===== src/hdl/jsc_pkg.sv =====
// ----------------------------------------------------------------------------
// jsc_pkg
// shared widths, byte codes, status codes, length reset defaults and register
// indexes for the jpeg stream carver
// ----------------------------------------------------------------------------
package jsc_pkg;

   localparam int BYTE_BITS         = 8;
   localparam int STATUS_BITS       = 3;
   localparam int START_FIELD_BITS  = 48;
   localparam int LENGTH_FIELD_BITS = 32;
   localparam int RSP_DATA_BITS     = START_FIELD_BITS + LENGTH_FIELD_BITS;
   localparam int CSR_ADDR_BITS     = 2;
   localparam int CSR_DATA_BITS     = 48;

   localparam logic [BYTE_BITS-1:0] BYTE_FF   = 8'hFF;
   localparam logic [BYTE_BITS-1:0] BYTE_SOI  = 8'hD8;
   localparam logic [BYTE_BITS-1:0] BYTE_EOI  = 8'hD9;
   localparam logic [BYTE_BITS-1:0] BYTE_SOF0 = 8'hC0;
   localparam logic [BYTE_BITS-1:0] BYTE_ZERO = 8'h00;

   localparam logic [LENGTH_FIELD_BITS-1:0] MIN_LENGTH_RESET = 32'd1024;
   localparam logic [LENGTH_FIELD_BITS-1:0] MAX_LENGTH_RESET = 32'h0200_0000;

   typedef enum logic [STATUS_BITS-1:0] {
      STATUS_FOUND   = 3'd0,
      STATUS_SMALL   = 3'd1,
      STATUS_BIG     = 3'd2,
      STATUS_MARKER  = 3'd3,
      STATUS_RESTART = 3'd4
   } status_type;

   typedef enum logic [CSR_ADDR_BITS-1:0] {
      CSR_START_OFFSET = 2'd0,
      CSR_MIN_LENGTH   = 2'd1,
      CSR_MAX_LENGTH   = 2'd2
   } csr_index_type;

endpackage


===== src/hdl/jpeg_stream_carver.sv =====
// ----------------------------------------------------------------------------
// jpeg_stream_carver
// scans a raw byte stream for embedded jpeg images and reports each
// candidate that ends, aborts or restarts
//
//   channel  dir  handshake              payload
//   req      in   req_tvalid/req_tready  req_tdata[7:0] byte_value
//   rsp      out  rsp_tvalid/rsp_tready  rsp_tdata image_start, image_length;
//                                        rsp_tuser status
//   csr      in   csr_valid/csr_ready    csr_addr index, csr_wdata value
//
// one byte per cycle sustained unless a pending result stalls; a byte waits
// in the input register, and its result is registered in the output register
// reset is synchronous and active high; control registers return to their defaults
// a stalled rsp_tready with a result pending holds the input register, the skid
// stage takes one more request and then req_tready drops until the stage drains
// csr writes are always accepted
// ----------------------------------------------------------------------------
module jpeg_stream_carver #(
   parameter int POSITION_BITS = 48,
   parameter int LENGTH_BITS   = 32
) (
   input  logic                                   clock,
   input  logic                                   reset,
   input  logic                                   req_tvalid,
   output logic                                   req_tready,
   input  logic [jsc_pkg::BYTE_BITS-1:0]          req_tdata,   // byte_value
   output logic                                   rsp_tvalid,
   input  logic                                   rsp_tready,
   output logic [jsc_pkg::RSP_DATA_BITS-1:0]      rsp_tdata,   // image_start, image_length
   output logic [jsc_pkg::STATUS_BITS-1:0]        rsp_tuser,   // status
   input  logic                                   csr_valid,
   output logic                                   csr_ready,
   input  logic [jsc_pkg::CSR_ADDR_BITS-1:0]      csr_addr,
   input  logic [jsc_pkg::CSR_DATA_BITS-1:0]      csr_wdata
);

   localparam logic [63:0] LenSat = 64'((65'd1 << LENGTH_BITS) - 65'd1);

   typedef enum logic [1:0] {
      MODE_SCAN,
      MODE_EXPECT_FF,
      MODE_CANDIDATE
   } mode_type;

   // input register and skid stage
   logic                          s1_valid_ff, s1_valid_in;
   logic [jsc_pkg::BYTE_BITS-1:0] s1_byte_ff, s1_byte_in;
   logic                          skid_valid_ff, skid_valid_in;
   logic [jsc_pkg::BYTE_BITS-1:0] skid_byte_ff, skid_byte_in;

   // scan state
   mode_type                      mode_ff, mode_in;
   logic                          prev_ff_ff, prev_ff_in;
   logic                          pend_ff, pend_in;
   logic [POSITION_BITS-1:0]      pos_ff, pos_in;
   logic [POSITION_BITS-1:0]      cand_start_ff, cand_start_in;
   logic [POSITION_BITS-1:0]      span_ff, span_in;
   logic [jsc_pkg::LENGTH_FIELD_BITS-1:0] min_len_ff, min_len_in;
   logic [jsc_pkg::LENGTH_FIELD_BITS-1:0] max_len_ff, max_len_in;

   // result register
   logic                                     rsp_valid_ff, rsp_valid_in;
   jsc_pkg::status_type                      rsp_status_ff, rsp_status_in;
   logic [jsc_pkg::START_FIELD_BITS-1:0]     rsp_start_ff, rsp_start_in;
   logic [jsc_pkg::LENGTH_FIELD_BITS-1:0]    rsp_length_ff, rsp_length_in;

   logic                 req_fire;
   logic                 csr_fire;
   logic                 out_free;
   logic                 advance;
   logic                 s1_take;
   logic [63:0]          len_full;
   logic [63:0]          len_sat;
   logic                 result_valid;
   jsc_pkg::status_type  result_status;
   logic [jsc_pkg::BYTE_BITS-1:0] b;

   assign req_tready = !skid_valid_ff;
   assign csr_ready  = 1'b1;
   assign req_fire   = req_tvalid && req_tready;
   assign csr_fire   = csr_valid && csr_ready;
   assign out_free   = !rsp_valid_ff || rsp_tready;
   assign advance    = s1_valid_ff && out_free;
   assign s1_take    = !s1_valid_ff || advance;
   assign b          = s1_byte_ff;

   // length of the open candidate through the byte in the input register
   assign len_full = 64'(span_ff) + 64'd1;
   assign len_sat  = (len_full > LenSat) ? LenSat : len_full;

   assign rsp_tvalid = rsp_valid_ff;
   assign rsp_tdata  = {rsp_length_ff, rsp_start_ff};
   assign rsp_tuser  = rsp_status_ff;

   // input register and skid
   always_comb begin
      s1_valid_in   = s1_valid_ff;
      s1_byte_in    = s1_byte_ff;
      skid_valid_in = skid_valid_ff;
      skid_byte_in  = skid_byte_ff;
      if (s1_take) begin
         s1_valid_in   = skid_valid_ff || req_fire;
         s1_byte_in    = skid_valid_ff ? skid_byte_ff : req_tdata;
         skid_valid_in = 1'b0;
      end else if (req_fire) begin
         skid_valid_in = 1'b1;
         skid_byte_in  = req_tdata;
      end
   end

   // scan step
   always_comb begin
      mode_in       = mode_ff;
      prev_ff_in    = prev_ff_ff;
      pend_in       = pend_ff;
      pos_in        = pos_ff;
      cand_start_in = cand_start_ff;
      span_in       = span_ff;
      min_len_in    = min_len_ff;
      max_len_in    = max_len_ff;
      result_valid  = 1'b0;
      result_status = jsc_pkg::STATUS_FOUND;

      if (advance) begin
         pos_in  = pos_ff + POSITION_BITS'(1);
         span_in = span_ff + POSITION_BITS'(1);
         unique case (mode_ff)
            MODE_SCAN: begin
               if (prev_ff_ff && b == jsc_pkg::BYTE_SOI) begin
                  cand_start_in = pos_ff - POSITION_BITS'(1);
                  span_in       = POSITION_BITS'(2);
                  mode_in       = MODE_EXPECT_FF;
                  prev_ff_in    = 1'b0;
               end else begin
                  prev_ff_in = (b == jsc_pkg::BYTE_FF);
               end
            end
            MODE_EXPECT_FF: begin
               if (b == jsc_pkg::BYTE_FF) begin
                  mode_in = MODE_CANDIDATE;
                  pend_in = 1'b1;
               end else begin
                  mode_in    = MODE_SCAN;
                  prev_ff_in = 1'b0;
               end
            end
            MODE_CANDIDATE: begin
               priority if (len_full >= 64'(max_len_ff)) begin
                  result_valid  = 1'b1;
                  result_status = jsc_pkg::STATUS_BIG;
               end else if (pend_ff && b == jsc_pkg::BYTE_EOI) begin
                  result_valid  = 1'b1;
                  result_status = (len_full > 64'(min_len_ff)) ?
                                  jsc_pkg::STATUS_FOUND : jsc_pkg::STATUS_SMALL;
               end else if (pend_ff && b == jsc_pkg::BYTE_SOI) begin
                  result_valid  = 1'b1;
                  result_status = jsc_pkg::STATUS_RESTART;
                  cand_start_in = pos_ff - POSITION_BITS'(1);
                  span_in       = POSITION_BITS'(2);
                  mode_in       = MODE_EXPECT_FF;
                  pend_in       = 1'b0;
               end else if (pend_ff && b != jsc_pkg::BYTE_ZERO
                            && b < jsc_pkg::BYTE_SOF0) begin
                  result_valid  = 1'b1;
                  result_status = jsc_pkg::STATUS_MARKER;
               end else begin
                  pend_in = (b == jsc_pkg::BYTE_FF);
               end
               if (result_valid && result_status != jsc_pkg::STATUS_RESTART) begin
                  mode_in    = MODE_SCAN;
                  prev_ff_in = 1'b0;
                  pend_in    = 1'b0;
               end
            end
            default: begin
               mode_in = MODE_SCAN;
            end
         endcase
      end

      if (csr_fire) begin
         unique case (csr_addr)
            jsc_pkg::CSR_START_OFFSET: begin
               pos_in  = POSITION_BITS'(csr_wdata);
               span_in = POSITION_BITS'(csr_wdata) - cand_start_ff;
            end
            jsc_pkg::CSR_MIN_LENGTH: begin
               min_len_in = csr_wdata[jsc_pkg::LENGTH_FIELD_BITS-1:0];
            end
            jsc_pkg::CSR_MAX_LENGTH: begin
               max_len_in = csr_wdata[jsc_pkg::LENGTH_FIELD_BITS-1:0];
            end
            default: begin
            end
         endcase
      end
   end

   // result register
   always_comb begin
      rsp_valid_in  = rsp_valid_ff;
      rsp_status_in = rsp_status_ff;
      rsp_start_in  = rsp_start_ff;
      rsp_length_in = rsp_length_ff;
      if (advance && result_valid) begin
         rsp_valid_in  = 1'b1;
         rsp_status_in = result_status;
         rsp_start_in  = jsc_pkg::START_FIELD_BITS'(cand_start_ff);
         rsp_length_in = len_sat[jsc_pkg::LENGTH_FIELD_BITS-1:0];
      end else if (rsp_tready) begin
         rsp_valid_in = 1'b0;
      end
   end

   always_ff @(posedge clock) begin
      s1_byte_ff    <= s1_byte_in;
      skid_byte_ff  <= skid_byte_in;
      rsp_status_ff <= rsp_status_in;
      rsp_start_ff  <= rsp_start_in;
      rsp_length_ff <= rsp_length_in;
      if (reset) begin
         s1_valid_ff   <= 1'b0;
         skid_valid_ff <= 1'b0;
         rsp_valid_ff  <= 1'b0;
         mode_ff       <= MODE_SCAN;
         prev_ff_ff    <= 1'b0;
         pend_ff       <= 1'b0;
         pos_ff        <= '0;
         cand_start_ff <= '0;
         span_ff       <= '0;
         min_len_ff    <= jsc_pkg::MIN_LENGTH_RESET;
         max_len_ff    <= jsc_pkg::MAX_LENGTH_RESET;
      end else begin
         s1_valid_ff   <= s1_valid_in;
         skid_valid_ff <= skid_valid_in;
         rsp_valid_ff  <= rsp_valid_in;
         mode_ff       <= mode_in;
         prev_ff_ff    <= prev_ff_in;
         pend_ff       <= pend_in;
         pos_ff        <= pos_in;
         cand_start_ff <= cand_start_in;
         span_ff       <= span_in;
         min_len_ff    <= min_len_in;
         max_len_ff    <= max_len_in;
      end
   end

`ifndef SYNTHESIS
   a_skid_behind_s1: assert property (@(posedge clock) disable iff (reset)
      skid_valid_ff |-> s1_valid_ff)
      else $error("skid holds a request while the input register is empty");

   a_result_from_candidate: assert property (@(posedge clock) disable iff (reset)
      (advance && result_valid) |-> (mode_ff == MODE_CANDIDATE))
      else $error("result raised outside a candidate");

   a_end_returns_to_scan: assert property (@(posedge clock) disable iff (reset)
      (advance && result_valid && result_status != jsc_pkg::STATUS_RESTART)
      |=> (mode_ff == MODE_SCAN && !prev_ff_ff && !pend_ff))
      else $error("scan did not resume after candidate end");

   a_restart_expects_ff: assert property (@(posedge clock) disable iff (reset)
      (advance && result_valid && result_status == jsc_pkg::STATUS_RESTART)
      |=> (mode_ff == MODE_EXPECT_FF && span_ff == POSITION_BITS'(2)))
      else $error("restart did not reopen the candidate");
`endif

endmodule

===== config.mk =====
export PLATFORM = sky130hd
export DESIGN_NAME = jpeg_stream_carver
export DESIGN_NICKNAME = d
export VERILOG_FILES = /design/src/hdl/jsc_pkg.sv /design/src/hdl/jpeg_stream_carver.sv
export SDC_FILE = /design/constraint.sdc
export NUM_CORES = 1
export LEC_CHECK = 0
export ABC_AREA = 1
export BUFFER_PORTS_ARGS = -buffer_cell sky130_fd_sc_hd__buf_2
export CAP_MARGIN = 20
export CORE_UTILIZATION = 55
export DETAILED_ROUTE_END_ITERATION = 7
export GPL_ROUTABILITY_DRIVEN = 0
export GPL_TIMING_DRIVEN = 0
export PLACE_DENSITY_LB_ADDON = 0.2
export SLEW_MARGIN = 25
export SYNTH_ARGS = -nofsm -noshare
export SYNTH_HDL_FRONTEND = slang
export SYNTH_SLANG_ARGS = --single-unit

===== constraint.sdc =====
create_clock -name clock -period 4.6 [get_ports clock]
set_input_delay 0.69 -clock clock [delete_from_list [all_inputs] [get_ports clock]]
set_output_delay 0.69 -clock clock [all_outputs]
set_load 0.1 [all_outputs]

# [After elaboration in Yosys (flattened, before gate mapping)]
# Cells that the tools add are included.
[word_totals] mem_count=0 elab_cells=128 output_inout_bits=86 romBits=0 input_bits=63 latchBits=0 register_bits=314 ramBits=0
[classes] n_lt_le_gt_ge=4 shifts=0 multipliers=0 addsub=5 mux=52 bitwise_logic=1 reduce_logical=31 eq_ne=19 n_div=0
[ops] cell="two-way mux 48 bit" count=14
[ops] cell="one-hot mux 48 bit (2 select lines)" count=2
[ops] cell="adder 48 x 1 -> 48 bit (second input constant)" count=2
[ops] cell="adder 48 x 1 -> 49 bit (second input constant)" count=1
[ops] cell=">= comparator 49 x 32 -> 1 bit" count=1
[ops] cell="> comparator 49 x 32 -> 1 bit" count=1
[ops] cell="> comparator 49 x 32 -> 1 bit (second input constant)" count=1
[ops] cell="subtractor 48 x 1 -> 48 bit (second input constant)" count=1
[ops] cell="subtractor 48 bit" count=1
[ops] cell="equality test 8 bit (second input constant)" count=3
[ops] cell="two-way mux 1 bit" count=20
[ops] cell="two-way mux 3 bit" count=5
[ops] cell="two-way mux 2 bit" count=7
[ops] cell="!= test 2 bit (second input constant)" count=7
[ops] cell="!= test 3 bit (second input constant)" count=4
[ops] cell="AND reduction 6 bit" count=2
[ops] cell="logical AND 1 bit" count=9
[ops] cell="less-than comparator 8 bit (second input constant)" count=1
[ops] cell="two-way mux 8 bit" count=1
[ops] cell="AND reduction 2 bit" count=4
[ops] cell="nonzero test 8 bit" count=1
[ops] cell="one-hot mux 2 bit (3 select lines)" count=1
[ops] cell="nonzero test 2 bit" count=3
[ops] cell="AND reduction 5 bit" count=1
[ops] cell="12 further kinds" count=19

# [Longest topological paths before layout]
[depth] depth_word=13 ltp_mapped=28 ltp_nobuf=27

# [Worst setup path before layout]
# OpenSTA, ideal clock, no wires.
[synth_path] path_kind="reg-to-reg" start="register span_ff[0]" end="register rsp_length_ff[0] (netlist bit), enable pin" required_ns=4.163 setup_time_ns=0.437 arrival_ns=4.469 synth_period_minus_slack_ns=4.906 n_path_buf=0 path_slack_ns=-0.306 stages_incl_launch_ff=25 cell_sequence="dfxtp_1 > ha_1 > nand2_1 > nor2_2 > nand2_2 > nor2_4 > nand2_1 > nor3_1 > xor2_1 > inv_1 > ha_1 > nand2_1 > nor2_1 > nand3_1 > nor2_1 > nand3_1 > nand3_1 > a21oi_1 > nand2_1 > nor2_2 > nand2_1 > inv_1 > nand2_1 > nand2_1 > inv_1"
[synth_between] elab_chain_cells=8
[synth_rtl] element="start: declaration" line="jpeg_stream_carver.sv:58" rtl="logic [POSITION_BITS-1:0] span_ff, span_in;"
[synth_rtl] element="start signal: assignment" line="jpeg_stream_carver.sv:243" rtl="span_ff <= span_in;"
[synth_rtl] element="adder 48 x 1 -> 49 bit" line="jpeg_stream_carver.sv:89" rtl="assign len_full = 64'(span_ff) + 64'd1;"
[synth_rtl] element="named net len_full[28]" line="jpeg_stream_carver.sv:73" rtl="logic [63:0] len_full;"
[synth_rtl] element=">= comparator 49 x 32 -> 1 bit" line="jpeg_stream_carver.sv:149" rtl="priority if (len_full >= 64'(max_len_ff)) begin"
[synth_rtl] element="two-way mux 1 bit" line="jpeg_stream_carver.sv:149"
[synth_rtl] element="two-way mux 1 bit" line="jpeg_stream_carver.sv:128" rtl="unique case (mode_ff)"
[synth_rtl] element="two-way mux 1 bit" line="jpeg_stream_carver.sv:125" rtl="if (advance) begin"
[synth_rtl] element="two-way mux 1 bit" line="jpeg_stream_carver.sv:128"
[synth_rtl] element="two-way mux 1 bit" line="jpeg_stream_carver.sv:125"
[synth_rtl] element="logical AND 1 bit" line="jpeg_stream_carver.sv:206" rtl="if (advance && result_valid) begin"
[synth_rtl] element="end signal: assignment" line="jpeg_stream_carver.sv:221" rtl="rsp_length_ff <= rsp_length_in;"
[synth_rtl] element="end: declaration" line="jpeg_stream_carver.sv:66" rtl="logic [jsc_pkg::LENGTH_FIELD_BITS-1:0] rsp_length_ff, rsp_length_in;"
# The timed path passes the listed nets, and every way through them passes these cells. The select of a mux whose other input is x is not followed.
# A chain may end at the register's enable or synchronous reset.

# [Final worst setup path]
[layout_path] start="register span_ff[0]" end="register cand_start_ff[46]"
[layout_between] elab_chain_cells=4
[layout_rtl] element="adder 48 x 1 -> 49 bit" line="jpeg_stream_carver.sv:89"
[layout_rtl] element="named net len_full[26]" line="jpeg_stream_carver.sv:73"
[layout_rtl] element=">= comparator 49 x 32 -> 1 bit" line="jpeg_stream_carver.sv:149"
[layout_rtl] element="!= test 2 bit (no source line)"
[layout_rtl] element="AND reduction 6 bit (no source line)"
[layout_rtl] element="end signal: assignment" line="jpeg_stream_carver.sv:242" rtl="cand_start_ff <= cand_start_in;"
[layout_rtl] element="end: declaration" line="jpeg_stream_carver.sv:57" rtl="logic [POSITION_BITS-1:0] cand_start_ff, cand_start_in;"
# The timed path passes the listed nets, and every way through them passes these cells.

==> impl_metrics.csv <==
group,metric,value,unit
run_status,status,"finished, final reports clean",
worst_setup_path,critPathTopFamily,"simple AND/OR/NAND/NOR gates",
worst_setup_path,critPathMaxFanout,10,
worst_setup_path,r2r_cells,25,
finish,layout_common_cells,"nand2_1 (548), inv_1 (418), nor2_1 (416)",
timing,maxSlewViolCount,0,
power,p_clk_share,40.5,%
placed_design,portBuffers,146,
power,p_int,4.99,mW
placed_design,place_area,22200,um^2
worst_setup_path,crit_cells,25,
synth,synthArstFlopShare,0,%
worst_setup_path,r2r_start,"span_ff[0]",
worst_setup_path,startpoint_type,"flip-flop",
synth,ys_ff_latch,314,
worst_setup_path,rr_endpoint,"cand_start_ff[46]",
power,p_switching,2.10,mW
die,initial_core_util,56.3,%
synth,syn_area,20700,um^2
finish,synthToLayoutAreaGrowth,13.4,%
timing,finalCritPeriodShare,98.9,%
cts,h-tree-depth,2,
synth,synth-main-ff-cell,"dfxtp_1",
timing,period_needed,4.55,ns
worst_setup_path,max_stage_delay,0.42,ns
synth,synthCells,2995,
finish,multi_input_area,11500,um^2
finish,drive_gt1_share,9.43,%
cts,tritoncts,"done",
cts,cts_buffers,36,
finish,layout_commonest_cell,"nand2_1",
synth,ys_types,53,
power,power_density,301,nW/um^2
finish,nNetsFinal,3379,
route,drtPass1Iterations,7,
worst_setup_path,cp.required,5.05,ns
finish,fillers,3271,
die,rows,70,
worst_hold_path,hp-class,"in2reg",
cts,clk_latency,0.56,ns
global_routing,grt_max_degree,36,
cts,cts_root_buf,"clkbuf_16",
worst_setup_path,critPathArrivalTime,5.00,ns
placed_design,hpwlAfterDp,56600,um
timing,maxSlewHeadroom,27.3,%
placed_design,pre_cts_ws,-0.583,ns
synth,yosysWarnings,0,
timing,hold-worst-slack,0.320,ns
synth,synth-edff-count,99,
worst_setup_path,slowest_stage,"dfxtp_4",
finish,register_area,7280,um^2
route,vias_per_cell,5.84,
power,irDropWorstVdd,0.000251,V
timing,worstMarginPinSlew,1.08,ns
route,num_vias,21800,
worst_hold_path,hold_depth,1,
worst_setup_path,critPathBufInv,4,
synth,synth_nets,3179,
worst_setup_path,r2r_setup_slack,0.05,ns
run,drv_cap,0,
finish,diodes,0,
route,route.detailed.drc,0,
timing,fin_skew,0.0172,ns
power,switching_share,29.6,%
timing,hold_viol_final,0,
route,drt_iter0_drc,2448,
global_routing,grt_overflow,0,
die,ios,149,
timing,tns,0,ns
worst_setup_path,endpoint_kind,"flip-flop",
die,die-area,38500,um^2
synth,synth.yosys.seq_area_share,35.1,%
timing,finalWorstSetupSlack,0.0504,ns
route,ant_nets,0,
global_routing,grtUsageTotal,37.2,%
die,core_area,36900,um^2
power,comb_power_share,17.0,%
synth,avgSynthCellArea,6.93,um^2
timing,final-setup-viol-count,0,
cts,clkTransAtPathRegs,0.06,ns
route,routed_wl,72600,um
global_routing,grt_pass1_vias,20500,
global_routing,antenna_found_initial,1,
cts,cts.sinks,314,
die,die_h,196,um
timing,max_clock_freq,220,MHz
route,wl_per_cell,19.5,um
power,leakage,10.1,nW
die,fp.dieW,196,um
cts,cts_buffer_depth,3,
finish,fin_util,63.8,%
cts,hold_buffers,0,
worst_hold_path,holdPathEnd,"skid_byte_ff[1]",
worst_setup_path,criticalPathCategory,"reg2reg",
power,p_seq_share,42.5,%
finish,fin_area,23500,um^2
global_routing,grt_pass1_wl,110000,um
worst_hold_path,hp-start,"req_tdata[1]",
## cell usage after synthesis (all sizes together), types with 2 or more instances
cell type  instances  area share, %
nor3b              3           0.13
a31oi             13           0.39
clkinv             3          0.054
inv              426            7.7
a31o               3           0.13
o21bai             5           0.18
nor4              25           0.75
or2               16           0.48
nand4             85            2.6
o211ai            19           0.69
a21o               4           0.14
o311ai            18           0.76
a221oi             2          0.084
buf               23           0.61
o21a              10           0.36
xor2             102            4.3
ha               120            7.2
a21oi            268            6.5
a21boi             2          0.072
nor2             435            8.2
nand2            551             10
and3               3          0.090
o21ai            196            4.7
nor3              57            1.4
dfxtp            215             21
o221ai             4           0.17
xnor2             19           0.80
clkbuf            93            1.7
nand3b             9           0.33
nand3            154            3.8
a211oi             4           0.14
edfxtp            99             14
## worst register-to-register path, stage by stage, from the launching register on
cell and delay, ns:
dfxtp_4 0.42, ha_1 0.21, nand2_1 0.13, nor2_4 0.15, nand2_2 0.13, nor2_4 0.17, inv_2 0.06, nor3_1 0.21
nand3_1 0.18, xor2_2 0.29, inv_1 0.16, ha_1 0.32, a21oi_1 0.14, o21ai_0 0.15, nand3_1 0.10, nand3_1 0.07
a21oi_1 0.13, nand2_1 0.10, nor2_4 0.21, nand4_2 0.18, nand2_4 0.19, nand3_2 0.13, buf_6 0.21, buf_4 0.20
nor2_2 0.14, nor2_1 0.05
## how the worst max path moves through the flow
stage	startpoint	endpoint
finish	span_ff[0]	cand_start_ff[46]
CTS	span_ff[0]	cand_start_ff[46]
floorplan	span_ff[0]	rsp_length_ff[0]
detailed placement	span_ff[0]	rsp_start_ff[3]
global route	span_ff[0]	cand_start_ff[46]
global placement	span_ff[0]	rsp_start_ff[0]
## layer usage
layer | routed length, um | up-vias | GRT usage [%]
met5 | 13 | - | 0
met3 | 8280 | 342 | 7.72
met1 | 27600 | 9839 | 45.8
li1 | - | 10300 | -
met4 | 5540 | 2 | 24.1
met2 | 31200 | 1331 | 59.4
## power groups by stage
stage               registers (mW)  logic, mW  clock network, mW
floorplan                     3.05      0.788                  0
global placement              3.06       1.11                  0
detailed placement            3.07       1.14                  0
CTS                           3.01       1.16               2.90
global route                  3.02       1.32               3.00
finish                        3.01       1.20               2.87
## logic make-up (layout without fill, tap and decap cells)
group                    after synthesis  after routing  synth area share, %
AO/OA/AOI/OAI                        552            552                 14.5
flip-flops                           314            314                 35.1
adder cells (fa/ha/maj)              121            121                 7.33
AND/OR/NAND/NOR                     1341           1341                 27.9
XOR/XNOR                             121            121                 5.11
other                                  1              1               0.0181
buffers and inverters                545            773                 10.1
## repair_timing
| action | in CTS | in global routing |
|---|---|---|
| setup buffers | 5 | 9 |
| endpoints found under the setup margin | 162 | 162 |
| resized for setup | 4 | 20 |
| cloned | 0 | 0 |
| pin swaps | 1 | 7 |
## per-stage QoR
| stage | total power, mW | cells |
|---|---|---|
| floorplan | 3.83 | 2995 |
| finish | 7.09 | 3727 |
| detailed placement | 4.21 | 3647 |
| global placement | 4.18 | 3645 |
| CTS | 7.06 | 3718 |
| global route | 7.34 | 3727 |
## registers in the layout, summed over array words and instances (netlist names)
signal	cells
rsp_start_ff	48
rsp_length_ff	32
min_len_ff	32
pos_ff	48
prev_ff_ff	1
rsp_tvalid	1
rsp_tuser	3
skid_valid_ff	1
cand_start_ff	48
max_len_ff	32
mode_ff	2
s1_valid_ff	1
b	8
span_ff	48
skid_byte_ff	8
pend_ff	1
## final cells by class
cell class	count	area share, %
timing repair buffer	162	3.78
clock buffer	47	4.09
buffer	116	2.06
sequential	314	31.0
tap	504	2.68
inverter	429	6.86
clock inverter	19	0.835
multi-input combinational	2136	48.7
Note: power is estimated with default switching activity, not from simulation.
